### src/hw/rtl/h2r_pkg.sv
// types and constants shared by the hsv to rgb converter and its checker
`timescale 1ns / 1ps

package h2r_pkg;

  localparam int HUE_W   = 13;
  localparam int PIX_W   = 8;
  localparam int REM_W   = 10;
  localparam int QUOT_W  = 4;
  localparam int NUM_W   = 18;
  localparam int PROD_W  = NUM_W + PIX_W;
  localparam int RECIP_W = 9;
  localparam int EST_W   = PROD_W + RECIP_W;

  localparam logic [REM_W-1:0]   SECTOR_SPAN  = REM_W'(960);
  localparam int                 SECTOR_COUNT = 6;
  localparam int                 MAX_QUOT     = ((1 << HUE_W) - 1) / 960;
  localparam logic [NUM_W-1:0]   FULL_NUM     = NUM_W'(255 * 960);
  localparam int                 RECIP_SHIFT  = PROD_W;
  localparam logic [RECIP_W-1:0] RECIP        = RECIP_W'((1 << PROD_W) / (255 * 960));

  localparam int NUM_LANES = 3;
  localparam int LANE_P    = 0;
  localparam int LANE_Q    = 1;
  localparam int LANE_T    = 2;

  typedef enum logic [2:0] {
    SECTOR_0 = 3'd0,
    SECTOR_1 = 3'd1,
    SECTOR_2 = 3'd2,
    SECTOR_3 = 3'd3,
    SECTOR_4 = 3'd4,
    SECTOR_5 = 3'd5
  } sector_t;

  typedef struct packed {
    logic [HUE_W-1:0] hue;
    logic [PIX_W-1:0] saturation;
    logic [PIX_W-1:0] brightness;
  } hsv_t;

  typedef struct packed {
    logic [PIX_W-1:0] red;
    logic [PIX_W-1:0] green;
    logic [PIX_W-1:0] blue;
  } rgb_t;

endpackage

### src/hw/rtl/hsv_to_rgb_converter.sv
// five stage pipelined hsv to rgb color converter
// an accepted beat passes from the stage 1 registers through stages 2, 3 and 4 into the rgb register
// throughput: one beat per cycle while rgb is not stalled, set by the five register stages
// each stage holds its beat only when every stage ahead of it is full and rgb is stalled
// reset clears the stage valid bits; no beat is in flight afterwards
`timescale 1ns / 1ps

module hsv_to_rgb_converter (
  input  logic          clk,
  input  logic          rst,
  input  logic          hsv_valid,
  output logic          hsv_stall,
  input  h2r_pkg::hsv_t hsv,
  output logic          rgb_valid,
  input  logic          rgb_stall,
  output h2r_pkg::rgb_t rgb
);
  import h2r_pkg::*;

  logic en1, en2, en3, en4, en5;
  logic s1_valid, s2_valid, s3_valid, s4_valid;

  // stage 1 registers
  sector_t          s1_sector;
  logic [REM_W-1:0] s1_rem;
  logic [PIX_W-1:0] s1_sat;
  logic [PIX_W-1:0] s1_val;

  // stage 2 registers
  sector_t          s2_sector;
  logic [PIX_W-1:0] s2_val;
  logic [NUM_W-1:0] s2_num [NUM_LANES];

  // stage 3 registers
  sector_t           s3_sector;
  logic [PIX_W-1:0]  s3_val;
  logic [PROD_W-1:0] s3_prod [NUM_LANES];

  // stage 4 registers
  sector_t           s4_sector;
  logic [PIX_W-1:0]  s4_val;
  logic [PROD_W-1:0] s4_prod [NUM_LANES];
  logic [PIX_W-1:0]  s4_est  [NUM_LANES];

  logic [QUOT_W-1:0] quot;
  logic [REM_W-1:0]  rem;
  sector_t           sector;
  logic [NUM_W-1:0]  num  [NUM_LANES];
  logic [EST_W-1:0]  prod_scaled [NUM_LANES];
  logic [PROD_W-1:0] rmd  [NUM_LANES];
  logic [PIX_W-1:0]  lvl  [NUM_LANES];
  rgb_t              rgb_next;

  // stage enables, a stage moves when empty or when the next one moves
  assign en5       = !rgb_valid || !rgb_stall;
  assign en4       = !s4_valid || en5;
  assign en3       = !s3_valid || en4;
  assign en2       = !s2_valid || en3;
  assign en1       = !s1_valid || en2;
  assign hsv_stall = !en1;

  // sector split by parallel compares against multiples of the span
  always_comb begin
    quot = '0;
    for (int k = 1; k <= MAX_QUOT; k++) begin
      if (hsv.hue >= HUE_W'(k * 960)) begin
        quot = QUOT_W'(k);
      end
    end
    rem = REM_W'(hsv.hue - HUE_W'(HUE_W'(quot) * HUE_W'(SECTOR_SPAN)));
    if (quot >= QUOT_W'(SECTOR_COUNT)) begin
      sector = sector_t'(3'(quot - QUOT_W'(SECTOR_COUNT)));
    end else begin
      sector = sector_t'(3'(quot));
    end
  end

  // numerators over the common denominator 255*960
  always_comb begin
    num[LANE_P] = NUM_W'(NUM_W'(PIX_W'(~s1_sat)) * NUM_W'(SECTOR_SPAN));
    num[LANE_Q] = FULL_NUM - NUM_W'(NUM_W'(s1_sat) * NUM_W'(s1_rem));
    num[LANE_T] = FULL_NUM - NUM_W'(NUM_W'(s1_sat) * NUM_W'(SECTOR_SPAN - s1_rem));
  end

  // reciprocal estimate, low by at most one
  always_comb begin
    for (int i = 0; i < NUM_LANES; i++) begin
      prod_scaled[i] = EST_W'(s3_prod[i]) * EST_W'(RECIP);
    end
  end

  // remainder check fixes the estimate
  always_comb begin
    for (int i = 0; i < NUM_LANES; i++) begin
      rmd[i] = s4_prod[i] - PROD_W'(PROD_W'(s4_est[i]) * PROD_W'(FULL_NUM));
      lvl[i] = s4_est[i] + PIX_W'(rmd[i] >= PROD_W'(FULL_NUM));
    end
  end

  always_comb begin
    unique case (s4_sector)
      SECTOR_0: begin
        rgb_next = '{red: s4_val, green: lvl[LANE_T], blue: lvl[LANE_P]};
      end
      SECTOR_1: begin
        rgb_next = '{red: lvl[LANE_Q], green: s4_val, blue: lvl[LANE_P]};
      end
      SECTOR_2: begin
        rgb_next = '{red: lvl[LANE_P], green: s4_val, blue: lvl[LANE_T]};
      end
      SECTOR_3: begin
        rgb_next = '{red: lvl[LANE_P], green: lvl[LANE_Q], blue: s4_val};
      end
      SECTOR_4: begin
        rgb_next = '{red: lvl[LANE_T], green: lvl[LANE_P], blue: s4_val};
      end
      default: begin
        rgb_next = '{red: s4_val, green: lvl[LANE_P], blue: lvl[LANE_Q]};
      end
    endcase
  end

  always_ff @(posedge clk) begin
    if (rst) begin
      s1_valid  <= 1'b0;
      s2_valid  <= 1'b0;
      s3_valid  <= 1'b0;
      s4_valid  <= 1'b0;
      rgb_valid <= 1'b0;
    end else begin
      if (en1) begin
        s1_valid <= hsv_valid;
      end
      if (en2) begin
        s2_valid <= s1_valid;
      end
      if (en3) begin
        s3_valid <= s2_valid;
      end
      if (en4) begin
        s4_valid <= s3_valid;
      end
      if (en5) begin
        rgb_valid <= s4_valid;
      end
    end
  end

  always_ff @(posedge clk) begin
    if (en1) begin
      s1_sector <= sector;
      s1_rem    <= rem;
      s1_sat    <= hsv.saturation;
      s1_val    <= hsv.brightness;
    end
    if (en2) begin
      s2_sector <= s1_sector;
      s2_val    <= s1_val;
      for (int i = 0; i < NUM_LANES; i++) begin
        s2_num[i] <= num[i];
      end
    end
    if (en3) begin
      s3_sector <= s2_sector;
      s3_val    <= s2_val;
      for (int i = 0; i < NUM_LANES; i++) begin
        s3_prod[i] <= PROD_W'(s2_val) * PROD_W'(s2_num[i]);
      end
    end
    if (en4) begin
      s4_sector <= s3_sector;
      s4_val    <= s3_val;
      for (int i = 0; i < NUM_LANES; i++) begin
        s4_prod[i] <= s3_prod[i];
        s4_est[i]  <= prod_scaled[i][RECIP_SHIFT +: PIX_W];
      end
    end
    if (en5) begin
      rgb <= rgb_next;
    end
  end

endmodule

### config.mk
export PLATFORM = sky130hd
export DESIGN_NAME = hsv_to_rgb_converter
export DESIGN_NICKNAME = d
export VERILOG_FILES = /design/src/hw/rtl/h2r_pkg.sv /design/src/hw/rtl/hsv_to_rgb_converter.sv
export SDC_FILE = /design/constraint.sdc
export NUM_CORES = 2
export LEC_CHECK = 0
export BUFFER_PORTS_ARGS = -buffer_cell sky130_fd_sc_hd__buf_2
export CORE_MARGIN = 3
export CORE_UTILIZATION = 45
export CTS_CLUSTER_DIAMETER = 200
export DETAILED_ROUTE_END_ITERATION = 12
export PLACE_DENSITY = 0.65
export SLEW_MARGIN = 20
export SYNTH_ARGS = -nofsm -noshare
export SYNTH_HDL_FRONTEND = slang
export SYNTH_SLANG_ARGS = --single-unit
### constraint.sdc
create_clock -name clk -period 13 [get_ports clk]
set_input_delay 1.95 -clock clk [delete_from_list [all_inputs] [get_ports clk]]
set_output_delay 1.95 -clock clk [all_outputs]
set_load 0.01 [all_outputs]
-- Yosys cells after proc, flatten, opt, wreduce, memory -nomap -nowiden
Memories as Yosys holds them, arrays and structs flattened.
Cells that the tools add are included.
- register bits after elaboration: 91
- bits in writable memories: 234
- input bits: 33
- output and inout bits: 26
- word-level logic and storage cells: 92
- memories: 4
- memories (name ; words ; bits a word ; rd ports ; clocked after memory_dff ; wr ports ; line ; RTL):
    s3_prod ; 3 ; 26 ; 3 ; 0 ; 3 ; hsv_to_rgb_converter.sv:37 ; logic [PROD_W-1:0] s3_prod [NUM_LANES];
    s4_prod ; 3 ; 26 ; 3 ; 0 ; 3 ; hsv_to_rgb_converter.sv:42 ; logic [PROD_W-1:0] s4_prod [NUM_LANES];
    s2_num ; 3 ; 18 ; 3 ; 0 ; 3 ; hsv_to_rgb_converter.sv:32 ; logic [NUM_W-1:0] s2_num [NUM_LANES];
    s4_est ; 3 ; 8 ; 3 ; 0 ; 3 ; hsv_to_rgb_converter.sv:43 ; logic [PIX_W-1:0] s4_est [NUM_LANES];
- $add $sub $neg: 11
- $mul: 13
- order comparisons: 12
- eq/ne operators: 4
- muxes and demuxes: 16
- bitwise logic cells: 1
- reduce and logical (&&, ||, !) cells: 13
- operators with widths (operator ; count):
    $pmux 24 s5 ; 1
    $mul 26x8->33 const B ; 3
    $ge 26x18->1 const B ; 3
    $mul 8x18->26 ; 3
    $sub 26x26->26 ; 3
    $mul 8x12->20 const B ; 3
    $ge 13x13->1 const B ; 4
    $sub 18x18->18 const A ; 2
    $mux 4 ; 7
    $ge 13x12->1 const B ; 2
    $add 8x1->8 ; 3
    $mul 8x10->18 ; 1
    $mul 9x11->18 ; 1
    $ge 13x10->1 const B ; 1
    $ge 13x11->1 const B ; 1
    $mul 8x4->12 const B ; 1
    $sub 10x10->11 const A ; 1
    $sub 10x10->10 ; 1
    $not 8->8 ; 1
    $logic_not 1->1 ; 7
    $mux 1 ; 7
    $eq 3x2->1 const B ; 2
    $logic_or 1x1->1 ; 5
    $ge 4x3->1 const B ; 1
    6 further kinds ; 6

-- Longest topological paths before layout
- depth in word-level cells: 11
- mapped depth: 35

-- Worst setup path before layout
Ideal clock, no wire load.
- kind: reg2reg
- from: memory s4_est[1][5] (netlist: s4_est[0][13])
- to: register rgb[22] (netlist bit) (data pin)
- library setup time: 274 ps
- data arrival time: 6696 ps
- data required time: 12726 ps
- setup slack: 6030 ps
- stages on the path, launching flop included: 32
- buffers on the path: 0
- cell sequence: edfxtp_1 > fa_1 > inv_1 > fa_1 > inv_1 > fa_1 > inv_1 > fa_1 > inv_1 > ha_1 > nor4_1 > nor3_1 > a2111oi_0 > nor3_1 > xnor2_1 > ha_1 > o21a_1 > nor2_1 > xnor2_1 > nor2_1 > a221o_1 > nor4_1 > nand4_1 > ha_1 > ha_1 > nand4_1 > xnor2_1 > nor2_1 > a21oi_1 > nor2_1 > a211oi_1 > a31oi_1
- RTL lines (what ; line ; RTL):
    from (decl) ; hsv_to_rgb_converter.sv:43 ;
    to (signal assigned) ; hsv_to_rgb_converter.sv:179 ; rgb <= rgb_next;
    to (decl) ; hsv_to_rgb_converter.sv:16 ; output h2r_pkg::rgb_t rgb

==> flow_summary.html <==
<table>
<tr><th>Metric</th><th>Value</th></tr>
<tr><th colspan="2">Run status</th></tr>
<tr><td>Result of the run</td><td>finished clean</td></tr>
<tr><th colspan="2">CTS</th></tr>
<tr><td>Number of buffers added by the clock tree synthesis step</td><td>40</td></tr>
<tr><td>H-Tree Level Count</td><td>2</td></tr>
<tr><td>Setup repair bufs after CTS</td><td>0</td></tr>
<tr><td>Latest clock arrival within the worst-skew pair</td><td>590 ps</td></tr>
<tr><td>CTS tree</td><td>done</td></tr>
<tr><td>Gates resized, CTS repair</td><td>0</td></tr>
<tr><td>Clock-pin transition on the worst setup and hold timing paths</td><td>60 ps</td></tr>
<tr><td>Clk sink count</td><td>293</td></tr>
<tr><td>Clock root buffer</td><td>clkbuf_16</td></tr>
<tr><td>Hold buffer count at cts</td><td>0</td></tr>
<tr><td>Max Buffers Root-to-Sink</td><td>3</td></tr>
<tr><th colspan="2">Synthesis</th></tr>
<tr><td>Post-synth top area share</td><td>24.9%</td></tr>
<tr><td>Leading cell type by number of instances after synthesis</td><td>inv_1</td></tr>
<tr><td>Number of enable flip-flop cells after synthesis</td><td>288</td></tr>
<tr><td>Top cells by area, synth</td><td>fa_1 (25%), edfxtp_1 (21%), ha_1 (20%), inv_1 (8.1%), and2_1 (3.8%)</td></tr>
<tr><td>Cell area after synthesis</td><td>41,800 um2</td></tr>
<tr><td>Leading post-synthesis cells by instance count</td><td>inv_1 (901), ha_1 (672), fa_1 (520)</td></tr>
<tr><td>Number of warnings printed during yosys synthesis</td><td>0</td></tr>
<tr><td>Leading register cell type out of synthesis</td><td>edfxtp_1</td></tr>
<tr><td>Number of standard cells after synthesis</td><td>4,240</td></tr>
<tr><td>Number of register bits inferred by synthesis</td><td>293</td></tr>
<tr><td>Register area share after synthesis</td><td>20.9%</td></tr>
<tr><td>Synthesized net count</td><td>5,465</td></tr>
<tr><td>Synthesized area divided by synthesized cell count</td><td>9.85 um2</td></tr>
<tr><td>Unique cell type count in the Yosys netlist</td><td>83</td></tr>
<tr><td>Dominant cell type by area after synthesis</td><td>fa_1</td></tr>
<tr><td>Ys async rst share</td><td>0%</td></tr>
<tr><th colspan="2">Timing</th></tr>
<tr><td>Highest attainable clock frequency</td><td>128 MHz</td></tr>
<tr><td>Final worst-path cycle share</td><td>60.3%</td></tr>
<tr><td>Setup repair after global routing missed its margin</td><td>no</td></tr>
<tr><td>Number of failing hold endpoints at the final stage</td><td>0</td></tr>
<tr><td>Final worst-path setup slack</td><td>5160 ps</td></tr>
<tr><td>Finish-stage setup viols</td><td>0</td></tr>
<tr><td>Worst slew pin tran</td><td>948 ps</td></tr>
<tr><td>Post-route minimum period</td><td>7840 ps</td></tr>
<tr><td>Pins Over Slew Limit</td><td>0</td></tr>
<tr><td>Clock Skew</td><td>25.1 ps</td></tr>
<tr><td>Setup tns final</td><td>0 ps</td></tr>
<tr><td>Max-slew headroom at the worst pin</td><td>36.5%</td></tr>
<tr><th colspan="2">Placement</th></tr>
<tr><td>Setup Slack @ Placement</td><td>5290 ps</td></tr>
<tr><td>Placed cell areas</td><td>43,500 um2</td></tr>
<tr><td>Number of port buffers</td><td>58</td></tr>
<tr><td>Final HPWL DP</td><td>66,600 um</td></tr>
<tr><td>Placed cell count</td><td>5,474</td></tr>
<tr><td>Routability congestion estimate from global placement</td><td>0.881</td></tr>
<tr><th colspan="2">Routing</th></tr>
<tr><td>Total DRC errors in the routed layout</td><td>0</td></tr>
<tr><td>Drt via density</td><td>5.05</td></tr>
<tr><td>Drt first pass iters</td><td>5</td></tr>
<tr><td>DRC marker count from the first detailed-route iteration</td><td>1,314</td></tr>
<tr><td>Vias after detailed routing</td><td>28,000</td></tr>
<tr><td>WL per Instance</td><td>15.0 um</td></tr>
<tr><td>Post-route ant nets</td><td>0</td></tr>
<tr><td>Total wirelength of the detailed-routed design</td><td>83,500 um</td></tr>
<tr><th colspan="2">Critical path</th></tr>
<tr><td>Max FO, Critical Path</td><td>7</td></tr>
<tr><td>Register-to-register setup slack</td><td>5160 ps</td></tr>
<tr><td>Element type at the critical path end</td><td>register</td></tr>
<tr><td>Slowest cell on the critical path</td><td>fa_1</td></tr>
<tr><td>Worst reg2reg startpoint</td><td>s4_est[0][13]$_DFFE_PP_</td></tr>
<tr><td>Arrival time of data at the critical path endpoint</td><td>8150 ps</td></tr>
<tr><td>Critical Path RT</td><td>13,310 ps</td></tr>
<tr><td>Crit path largest cell delay</td><td>660 ps</td></tr>
<tr><td>Startpoint type of the worst setup path</td><td>register</td></tr>
<tr><td>Depth of the worst register-to-register path</td><td>31</td></tr>
<tr><td>Crit Path Class</td><td>register to register</td></tr>
<tr><td>Terminus of the critical flop-to-flop path</td><td>rgb[22]$_DFFE_PP_</td></tr>
<tr><th colspan="2">Global route</th></tr>
<tr><td>Maximum number of pins on one net before global-route repair</td><td>60</td></tr>
<tr><td>Gr usage total</td><td>17.7%</td></tr>
<tr><td>First-pass GRT wire length</td><td>142,000 um</td></tr>
<tr><td>Gr ovfl total</td><td>0</td></tr>
<tr><td>Via count of the first global-routing pass</td><td>28,800</td></tr>
<tr><td>Number of antenna violations at the first check in global routing</td><td>3</td></tr>
<tr><th colspan="2">Hold path</th></tr>
<tr><td>Worst min-delay path class</td><td>register to register</td></tr>
<tr><td>Destination of the worst hold path</td><td>s4_val[6]$_DFFE_PP_</td></tr>
<tr><td>Hold Path Depth</td><td>0</td></tr>
<tr><td>Start point of the worst min-delay path</td><td>s3_val[6]$_DFFE_PP_</td></tr>
<tr><th colspan="2">Final layout</th></tr>
<tr><td>Share of final-layout standard cells stronger than drive strength 1</td><td>4.23%</td></tr>
<tr><td>Cell area after layout</td><td>44,900 um2</td></tr>
<tr><td>Synthesis-to-layout area growth</td><td>7.37%</td></tr>
<tr><td>Final non-filler cell total</td><td>5,548</td></tr>
<tr><td>Number of nets in the layout</td><td>5,498</td></tr>
<tr><th colspan="2">Floorplan</th></tr>
<tr><td>Width of the chip</td><td>311 um</td></tr>
<tr><td>Starting density of the core</td><td>45.5%</td></tr>
<tr><td>Row count</td><td>111</td></tr>
<tr><td>Die area</td><td>96,500 um2</td></tr>
<tr><td>Count of pins on the block boundary</td><td>59</td></tr>
<tr><td>Chip Height</td><td>311 um</td></tr>
<tr><td>Total core area</td><td>91,800 um2</td></tr>
<tr><th colspan="2">Job</th></tr>
<tr><td>Max-capacitance violation count</td><td>0</td></tr>
</table>
==> worst max-delay path: cells and delay by family (launching register included) <==
kind | cells | cell delay (ps)
AO/OA/AOI/OAI | 6 | 1470
XOR/XNOR | 3 | 540
adder cells (fa/ha/maj) | 8 | 3310
buffers and inverters | 4 | 250
flip-flops | 1 | 540
AND/OR/NAND/NOR | 10 | 1450
==> logic make-up after synthesis <==
logic type               share of synthesized area (%)
multiplexers                                     0.488
adder cells (fa/ha/maj)                           45.1
AO/OA/AOI/OAI                                     8.02
buffers and inverters                             8.92
XOR/XNOR                                          4.80
flip-flops                                        20.9
AND/OR/NAND/NOR                                   11.8
==> final cells by class <==
class	count	area, um2
fill	8451	46900
multi-input combinational	2955	29300
sequential	293	8750
inverter	903	3390
tap	1243	1560
clock buffer	45	1040
timing repair buffer	80	455
clock inverter	26	339
antenna	3	7.51
==> placed cells by master, fill, tap and decap left out, types with 76 or more instances in the layout <==
master / n
edfxtp_1: 288
nand2_1: 379
xnor2_1: 153
inv_1: 900
ha_1: 672
and2_1: 253
a21oi_1: 152
nor2_1: 145
xor2_1: 76
fa_1: 520
==> registers in the layout, summed over array words and instances (netlist names), 3 cells and up <==
register	count
s4_val	8
rgb	24
s1_sector	3
s2_sector	3
s2_val	8
s4_prod	60
s1_val	8
s1_sat	8
s2_num	47
s3_sector	3
s4_est	24
s3_val	8
s3_prod	71
s4_sector	3
s1_rem	10
==> metrics by stage <==
stage	hold slack, ps	utilization (%)
finish	408	48.9
global route	416	48.9
CTS	409	48.8
detailed placement	405	47.3
global placement	401	47.3
floorplan	400	-
==> layer usage <==
layer  part of all wire [%]  track usage (%)  routed length [um]
met1                     47             24.6               39500
met2                     47             29.5               38900
met3                    4.1             2.38                3440
met4                    2.0             4.13                1660
met5                      0                0                   0
==> worst max-delay path by stage <==
stage / depth (start not counted) / end / from / slack (ps)
after floorplan: 31 / rgb[22]$_DFFE_PP_ / s4_est[0][13]$_DFFE_PP_ / 6030
after global placement: 31 / rgb[22]$_DFFE_PP_ / s4_est[0][13]$_DFFE_PP_ / 5360
after detailed placement: 31 / rgb[22]$_DFFE_PP_ / s4_est[0][13]$_DFFE_PP_ / 5290
after CTS: 31 / rgb[22]$_DFFE_PP_ / s4_est[0][13]$_DFFE_PP_ / 5220
after global routing: 31 / rgb[22]$_DFFE_PP_ / s4_est[0][13]$_DFFE_PP_ / 4690
final: 31 / rgb[22]$_DFFE_PP_ / s4_est[0][13]$_DFFE_PP_ / 5160
Power is not shown: default switching activity piles up to over one toggle a cycle in this logic, so the estimate is an artifact.
